`src/rtl/rpt_pkg.sv`:
```
// Shared types and constants for the row permutation tracker.
`default_nettype none
package rpt_pkg;

    localparam int ADR_W        = 9;
    localparam int IDX_W        = 8;
    localparam int VAL_W        = 8;
    localparam int MAX_ROWS_DEF = 256;

    localparam logic [ADR_W-1:0] SIZE_RESET = 9'd256;

    localparam logic [1:0] FN_CLEAR   = 2'd0;
    localparam logic [1:0] FN_SWAP    = 2'd1;
    localparam logic [1:0] FN_COMPOSE = 2'd2;
    localparam logic [1:0] FN_READ    = 2'd3;

    typedef enum logic [1:0] {
        OP_CLEAR,
        OP_SWAP,
        OP_COMPOSE,
        OP_READ
    } op_t;

    typedef struct packed {
        op_t              op;
        logic             err;
        logic [ADR_W-1:0] a;
        logic [ADR_W-1:0] b;
        logic [ADR_W-1:0] count;
        logic [IDX_W-1:0] slot;
        logic             last;
    } cmd_t;

endpackage
`default_nettype wire

```
`src/rtl/rpt_fifo.sv`:
```
// Two-entry command queue between front and back.
`default_nettype none
module rpt_fifo (
    input  wire logic      clk,
    input  wire logic      rst_n,
    input  wire logic      push_valid,
    output logic           push_ready,
    input  wire rpt_pkg::cmd_t push_cmd,
    output logic           pop_valid,
    input  wire logic      pop,
    output rpt_pkg::cmd_t  head_cmd
);
    import rpt_pkg::*;

    cmd_t       slots_reg [2];
    logic       wr_ptr_reg;
    logic       rd_ptr_reg;
    logic [1:0] count_reg;
    logic       do_pop;

    assign push_ready = (count_reg != 2'd2);
    assign pop_valid  = (count_reg != 2'd0);
    assign head_cmd   = slots_reg[rd_ptr_reg];
    assign do_pop     = pop && pop_valid;

    always_ff @(posedge clk)
    begin
        if (push_valid && push_ready)
            slots_reg[wr_ptr_reg] <= push_cmd;
    end

    always_ff @(posedge clk or negedge rst_n)
    begin
        if (!rst_n)
        begin
            wr_ptr_reg <= 1'b0;
            rd_ptr_reg <= 1'b0;
            count_reg  <= 2'd0;
        end
        else
        begin
            if (push_valid && push_ready)
                wr_ptr_reg <= !wr_ptr_reg;
            if (do_pop)
                rd_ptr_reg <= !rd_ptr_reg;
            if ((push_valid && push_ready) && !do_pop)
                count_reg <= count_reg + 2'd1;
            else if (!(push_valid && push_ready) && do_pop)
                count_reg <= count_reg - 2'd1;
        end
    end

endmodule
`default_nettype wire

```
`config.mk`:
```
export PLATFORM = sky130hd
export DESIGN_NAME = rpt_fifo
export DESIGN_NICKNAME = d
export VERILOG_FILES = /design/src/rtl/rpt_pkg.sv /design/src/rtl/rpt_fifo.sv
export SDC_FILE = /design/constraint.sdc
export NUM_CORES = 1
export LEC_CHECK = 0
export BUFFER_PORTS_ARGS = -buffer_cell sky130_fd_sc_hd__buf_2
export CAP_MARGIN = 20
export CELL_PAD_IN_SITES_DETAIL_PLACEMENT = 2
export CELL_PAD_IN_SITES_GLOBAL_PLACEMENT = 2
export CORE_MARGIN = 4
export CORE_UTILIZATION = 34
export CTS_CLUSTER_DIAMETER = 80
export DETAILED_ROUTE_END_ITERATION = 10
export MAX_ROUTING_LAYER = met4
export PLACE_DENSITY_LB_ADDON = 0.25
export SLEW_MARGIN = 15
export SYNTH_ARGS = -nofsm -noshare
export SYNTH_HDL_FRONTEND = slang
export SYNTH_SLANG_ARGS = --single-unit
```
`constraint.sdc`:
```
create_clock -name clk -period 2.8 [get_ports clk]
set_input_delay 0.84 -clock clk [delete_from_list [all_inputs] [get_ports clk]]
set_output_delay 0.84 -clock clk [all_outputs]
set_load 0.05 [all_outputs]
```
==> flow_summary.ini <==
[status]
status = finished, final reports clean

[sta]
finalSetupViolCount = 0
slew-limit-headroom = 0.628
fin_worst_skew_ns = 0.00829
fmax_ghz = 0.402
tightest_slew_ns = 0.558
drv_slew = 0
fin_crit_sh = 0.889
tns_ns = 0
rsz0062_at_grt = false
hold_viol = 0
layout_min_cycle_time_ns = 2.49

[critical_path]
critPathMaxFanout = 26
path_depth = 3
slowest_stage = mux2_2
critPathTopFamily = buffers and inverters
ff2ff_path_depth = 3
crit_chain = buf_4 -> mux2_2 -> buf_2
critPathCaptureType = primary output
cp_data_arrival_time_ns = 1.65
cpPeakStageDelay_ns = 0.40
crit_required_ns = 1.96
worst-path-buf-inv = 2
cp-start-kind = flop
crit_type = flop to primary output

[logic_synthesis]
yosys-top-cells-area = edfxtp_1 (77%), mux2_2 (14%), dfrtp_1 (3.3%), buf_6 (1.5%), xnor2_1 (0.87%)
ys_seq_elements = 82
yosysWarnings = 0
netlist_area_um2 = 3030
synth_fp_nets = 183
synth-main-ff-cell = edfxtp_1
synth_cell_type_count = 14
synth_top_area_frac = 0.772
syn_inst = 139
yosysSeqAreaShare = 0.805
synth_edf_count = 78
synth_most_common_cell = edfxtp_1
yosysTopAreaCell = edfxtp_1
avgSynthCellArea_um2 = 21.8
synth_common_cells = edfxtp_1 (78), mux2_2 (39), buf_6 (4), dfrtp_1 (4), xnor2_1 (3)
synth-async-reset-ratio = 0.0488

[placement]
post-place-cells = 331
placed_cell_area_um2 = 3590
port_buffers = 83
gp_congestion = 0.662
place_hpwl_um = 3970

[clocking]
cts_root_buf = clkbuf_8
cts_setup_buffers = 0
cts.sinks = 82
cts_tree = yes
cts_buffers = 9
hold_buffers = 0
insertion_delay_ns = 0.34
path_clk_slew_ns = 0.07
cts-resized-gates = 0
cts_buffer_depth = 2
cts_htree_levels = 3

[detailed_routing]
via_count = 1554
routed_wl_um = 5780
drt-initial-drc-count = 46
ant_nets = 0
routed_via_density = 4.49
wire_per_inst_um = 16.7
post-route-drc-count = 0
first_pass_iters = 3

[pwr]
p_total_w = 0.00450
power_leakage_nw = 1.41
vdd_drop_max_uv = 566
powerDensity_nw_per_um2 = 1200

[finish]
syn_to_final_growth_pct = 23.5
final_layout_size_suffix_gt1_frac = 0.618
fin_nets = 278
final_cells = 346
diodes = 0
stdcell_area_um2 = 3750
fill_cells = 847
largest_reg_flops = 78

[job]
drv_cap = 0

[global_routing]
grt_start_max_net_pins = 40
track_usage = 0.122
grt_overflow_total = 0
grt_pass1_wl_um = 8990
grt_pass1_vias = 1791
antenna_found_initial = 0

[floorplan]
die_area_um2 = 10500
die_w_um = 102
start_util = 0.348
core_region_area_um2 = 8720
row_count = 34
io_pins = 84
die_y_um = 102

[hold_path]
min_path_type = input pin to asynchronous set/reset pin
## final cells by class
class	count	area, µm²	area share
multi-input cells	52	551	0.147
inverters	1	3.75	0.00100
flip-flops and latches	82	2440	0.652
clock inverters	5	32.5	0.00868
well taps	108	135	0.0361
clock buffers	10	128	0.0341
repair buffers	88	453	0.121
## cells by family after synthesis
kind of cell / Yosys count / synth area share
flip-flops: 82 / 0.805
multiplexers: 39 / 0.145
AND/OR/NAND/NOR: 7 / 0.0153
XOR/XNOR: 5 / 0.0144
buffers and inverters: 5 / 0.0161
adder cells (fa/ha/maj): 1 / 0.00412
## metal layers
layer	GRT usage	share of wire	up-vias
met1	0.139	0.42	770
li1	-	-	725
met3	0.0362	0.065	9
met2	0.196	0.50	50
met4	0.0605	0.017	0
met5	-	0	-
## placed cells by master (no fill, tap or decap), drive strengths merged
master,n
xnor2,3
edfxtp,78
and3,1
dfrtp,4
clkinv,2
nand2,2
mux2,39
inv,1
clkinvlp,3
xor2,2
ha,1
clkbuf,10
buf,88
nand2b,1
or2,1
nor2,2
## path summary, 6_finish.rpt
check                                   from          endpoint  slack [ns]
worst min-delay path                   rst_n      count_reg[0]        0.31
worst max register to register  count_reg[0]  slots_reg[1][19]        1.19
worst max-delay path              rd_ptr_reg      head_cmd[10]        0.31
worst min register to register  count_reg[0]      count_reg[0]        0.55
max in group asynchronous              rst_n        rd_ptr_reg        2.35
min in group clk                count_reg[0]      count_reg[0]        0.55
## report_power, final
group          leakage (nW)  internal (W)  switching, W
registers             0.770       0.00168     0.0000854
logic                 0.561      0.000569       0.00146
clock network        0.0742      0.000314      0.000391
total                  1.41       0.00256       0.00194
## per-stage QoR
stage	utilization	worst slack, ns	hold WS, ns
finish	0.430	0.311	0.308
global route	0.430	0.212	0.282
CTS	0.430	0.266	0.287
detailed placement	0.411	0.648	0.543
global placement	0.411	0.669	0.537
floorplan	-	0.433	0.479
Note: power is estimated with default switching activity, not from simulation.
