--- config.mk ---
export PLATFORM = sky130hd
export DESIGN_NAME = rpt_front
export DESIGN_NICKNAME = d
export VERILOG_FILES = /design/src/rtl/rpt_pkg.sv /design/src/rtl/rpt_front.sv
export SDC_FILE = /design/constraint.sdc
export NUM_CORES = 1
export LEC_CHECK = 0
export ABC_AREA = 1
export BUFFER_PORTS_ARGS = -buffer_cell sky130_fd_sc_hd__buf_2
export CORE_MARGIN = 3
export CORE_UTILIZATION = 50
export DETAILED_ROUTE_END_ITERATION = 7
export GPL_ROUTABILITY_DRIVEN = 0
export PLACE_DENSITY = 0.8
export SLEW_MARGIN = 20
export SYNTH_ARGS = -nofsm -noshare
export SYNTH_HDL_FRONTEND = slang
export SYNTH_SLANG_ARGS = --single-unit
--- constraint.sdc ---
create_clock -name clk -period 4.1 [get_ports clk]
set_input_delay 0.41 -clock clk [delete_from_list [all_inputs] [get_ports clk]]
set_output_delay 0.41 -clock clk [all_outputs]
set_load 0.05 [all_outputs]
--- src/rtl/rpt_pkg.sv ---
// Shared types and constants for the row permutation tracker.
`default_nettype none
package rpt_pkg;

    localparam int ADR_W        = 9;
    localparam int IDX_W        = 8;
    localparam int VAL_W        = 8;
    localparam int MAX_ROWS_DEF = 256;

    localparam logic [ADR_W-1:0] SIZE_RESET = 9'd256;

    localparam logic [1:0] FN_CLEAR   = 2'd0;
    localparam logic [1:0] FN_SWAP    = 2'd1;
    localparam logic [1:0] FN_COMPOSE = 2'd2;
    localparam logic [1:0] FN_READ    = 2'd3;

    typedef enum logic [1:0] {
        OP_CLEAR,
        OP_SWAP,
        OP_COMPOSE,
        OP_READ
    } op_t;

    typedef struct packed {
        op_t              op;
        logic             err;
        logic [ADR_W-1:0] a;
        logic [ADR_W-1:0] b;
        logic [ADR_W-1:0] count;
        logic [IDX_W-1:0] slot;
        logic             last;
    } cmd_t;

endpackage
`default_nettype wire

--- src/rtl/rpt_front.sv ---
// Front end: size register, range checks and command build for each item.
`default_nettype none
module rpt_front #(
    parameter int MAX_ROWS = rpt_pkg::MAX_ROWS_DEF
) (
    input  wire logic                     clk,
    input  wire logic                     rst_n,
    input  wire logic                     cfg_valid,
    output logic                          cfg_ready,
    input  wire logic [rpt_pkg::ADR_W-1:0] cfg_data,
    input  wire logic                     in_valid,
    output logic                          in_ready,
    input  wire logic [1:0]               func,
    input  wire logic [rpt_pkg::IDX_W-1:0] index,
    input  wire logic [rpt_pkg::IDX_W-1:0] target,
    input  wire logic [rpt_pkg::ADR_W-1:0] sub_length,
    input  wire logic                     last,
    input  wire logic                     init_busy,
    input  wire logic                     push_ready,
    output logic                          push_valid,
    output rpt_pkg::cmd_t                 push_cmd
);
    import rpt_pkg::*;

    localparam int CAP = (MAX_ROWS < 511) ? MAX_ROWS : 511;
    localparam logic [ADR_W-1:0] SIZE_CAP = ADR_W'(CAP);

    logic [ADR_W-1:0] active_size_reg;
    logic [ADR_W-1:0] size;
    logic [ADR_W-1:0] idx_w;
    logic [ADR_W-1:0] tgt_w;
    logic [ADR_W-1:0] begin_pos;

    assign cfg_ready  = 1'b1;
    assign in_ready   = !init_busy && push_ready;
    assign push_valid = in_valid && in_ready;

    assign size      = (active_size_reg > SIZE_CAP) ? SIZE_CAP : active_size_reg;
    assign idx_w     = {1'b0, index};
    assign tgt_w     = {1'b0, target};
    assign begin_pos = size - sub_length;

    always_comb
    begin
        push_cmd.op    = OP_CLEAR;
        push_cmd.err   = 1'b0;
        push_cmd.a     = idx_w;
        push_cmd.b     = tgt_w;
        push_cmd.count = size;
        push_cmd.slot  = index;
        push_cmd.last  = last;
        case (func)
            FN_CLEAR:
            begin
                push_cmd.op = OP_CLEAR;
            end
            FN_SWAP:
            begin
                push_cmd.op  = OP_SWAP;
                push_cmd.err = (idx_w >= size) || (tgt_w >= size);
            end
            FN_COMPOSE:
            begin
                push_cmd.op    = OP_COMPOSE;
                push_cmd.err   = (sub_length == '0) || (sub_length > size) ||
                                 (idx_w >= sub_length) || (tgt_w >= sub_length);
                push_cmd.a     = begin_pos + tgt_w;
                push_cmd.b     = begin_pos;
                push_cmd.count = sub_length;
            end
            FN_READ:
            begin
                push_cmd.op  = OP_READ;
                push_cmd.err = (idx_w >= size);
            end
            default:
            begin
                push_cmd.op = OP_CLEAR;
            end
        endcase
    end

    always_ff @(posedge clk or negedge rst_n)
    begin
        if (!rst_n)
            active_size_reg <= SIZE_RESET;
        else if (cfg_valid && cfg_ready)
            active_size_reg <= cfg_data;
    end

endmodule
`default_nettype wire

==> qor.yml <==
synthArstFlopShare_pct: 100.0
drive_gt1_share_pct: 23.03
synth-simple-area-share_pct: 34.47
synthFlopType: "dfrtp_1"
track_usage_pct: 23.96
r2r-start: "active_size_reg[8]"
yosys-mux-area-fraction_pct: 0
cp_data_required_time_ps: 3690
cts-root-buf: "clkbuf_8"
synth_compound_area_share_pct: 12.95
critPathMaxStageDelay_ps: 540
clock_path_buffers: 2
grt_first_pass_wirelength_mm: 11.72
final.setup.worst_slack_ps: 208.5
numCtsBuffers: 3
ys_seq_elements: 9
ioPinCount: 85
critPathLaunch: "active_size_reg[8]"
end_kind: "primary output"
cts_max_level: 1
overflow: 0
grt_pass1_vias: 2638
powerDensity_nw_per_um2: 285.3
critPathArrivalTime_ps: 3480
drv_cap: 0
worstRegToRegCells: 3
start_util_pct: 52.10
place_ws_ps: 103.7
synthCells: 411
clk_pin_slew_worst_paths_ps: 40
synth-edff-count: 0
criticalPathCategory: "flip-flop to primary output"
synth_xor_area_share_pct: 3.061
drc: 0
top_layer: "met4"
syn_area_per_cell_um2: 6.067
die_x_um: 76.62
ff2ff_setup_slack_ps: 3030
worst_pin_slew_ps: 691.8
layout_commonest_cell: "nand2_1"
grt_max_degree: 33
place_hpwl_mm: 6.049
clkSinkCount: 9
clock_latency_ps: 230
rsz0062_at_grt: "false"
largest_reg_flops: 9
synth_warnings: 0
area_growth_pct: 21.73
rr_endpoint: "active_size_reg[8]"
final_cell_mix: "nand2_1 (126), buf_2 (77), inv_1 (59)"
die_h_um: 76.62
yosysTopAreaCell: "ha_1"
die-area_um2: 5871
viasPerCell: 5.220
max_freq_ghz: 0.2570
cts_tree: "done"
setup_tns_ps: 0
syn_nets: 506
p_leak_nw: 1.812
critPathSlowestCell: "dfstp_2"
finalMaxSlewViolations: 0
rows: 25
routed_wirelength_mm: 7.238
setup_viol: 0
slew_headroom_pct: 53.83
synth_sequential_area_ratio_pct: 9.082
wl_met2_mm: 3.387
period_share_pct: 94.91
antenna_found_initial: 0
n_antenna_cell: 0
wl_met3_um: 607
routedWlPerCell_um: 13.18
dr.pass1.iters: 4
nets: 578
synth_top_area_share_pct: 25.09
cp_max_fo: 11
multi_input_area_um2: 1987
synthAdderAreaFrac_pct: 26.69
fillCellCount: 489
path_buf_inv: 4
holdBufCountCts: 0
vias: 2866
timing.final.hold_violations: 0
ys_types: 33
crit_family: "simple AND/OR/NAND/NOR gates"
hp-class: "input pin to async pin"
synth_area_leaders: "ha_1 (25%), nand2_1 (20%), inv_1 (8.9%)"
startpoint_type: "flip-flop"
synth_top_family_by_area: "simple AND/OR/NAND/NOR gates"
status: "finished, final reports clean"
regArea_um2: 226.5
drtAntennaViolNets: 0
finalCriticalPeriod_ps: 3892
syn_area_um2: 2494
path_cells: "buf_4 > nor2_1 > ha_1 > a21oi_1 > nand2_2 > or2_2 > nand2_2 > inv_1 > ha_1 > inv_1 > o21bai_1 > a21oi_1 > or2_2 > a31oi_2 > buf_6"
port_buffers: 81
worst_ir_drop_vdd_uv: 251.5
clock_skew_ps: 0
drt_iter0_markers: 234
wl_met1_mm: 3.130
core-area_um2: 4786
[layer usage]
| metal | track usage, % | vias to the layer above |
|---|---|---|
| li1 | - | 1460 |
| met1 | 32.16 | 1274 |
| met2 | 41.21 | 120 |
| met3 | 2.837 | 12 |
| met4 | 4.891 | 0 |
| met5 | 0 | - |
[power by group]
part           switching (mW)  internal (mW)  leakage [nW]
Clock                  0.0329         0.0676        0.0228
Sequential            0.00357         0.0978         0.108
Combinational           0.444          0.220          1.68
[logic make-up (layout without fill, tap and decap cells)]
kind of cell               count (synthesis)  count (layout)
buffers and inverters                     79             150
xor gates and xnor gates                   7               7
AOI/OAI and AO/OA                         59              59
and+or+nand+nor                          204             204
adders and majority gates                 52              52
DFF                                        9               9
other                                      1               1
[final cells by class]
type	count	share of cell area (%)
tap	67	2.762
timing repair buffer	87	15.54
clock buffer	4	1.484
inverter	59	7.296
multi-input combinational	323	65.46
sequential	9	7.461
[cells in the mapped netlist, types with 5 or more instances]
cell	number
nand2_1	130
nand3_1	17
buf_4	11
a21oi_1	18
inv_1	59
ha_1	50
nand4_1	11
clkbuf_1	8
dfrtp_1	8
nand3b_1	5
nor2_1	31
o21ai_0	26
[stage by stage]
step / cell area [um^2] / util, % / power [mW] / hold slack [ps] / cells
floorplan: 2494 / - / 0.5873 / 114.4 / 411
global placement: 2895 / 60.50 / 0.7198 / 266.7 / 543
detailed placement: 2895 / 60.50 / 0.7302 / 268.8 / 543
CTS: 2960 / 61.86 / 0.8399 / 29.83 / 548
global route: 3035 / 63.42 / 0.9371 / 28.06 / 549
finish: 3035 / 63.42 / 0.8660 / 26.45 / 549
[worst max-delay path by stage]
stage / slack (ps) / end / cells past startpoint
floorplan: 30 / push_cmd[32] / 17
finish: 210 / push_cmd[32] / 15
global route: 4 / push_cmd[34] / 22
detailed placement: 100 / push_cmd[32] / 17
CTS: 60 / push_cmd[32] / 17
global placement: 160 / push_cmd[32] / 17
[what timing repair did]
action | in CTS | in global routing
pin swaps | 1 | 3
gates resized for setup | 5 | 18
setup buffers | 1 | 1
setup endpoints to repair | 1 | 5
(Power assumes the default switching activity.)
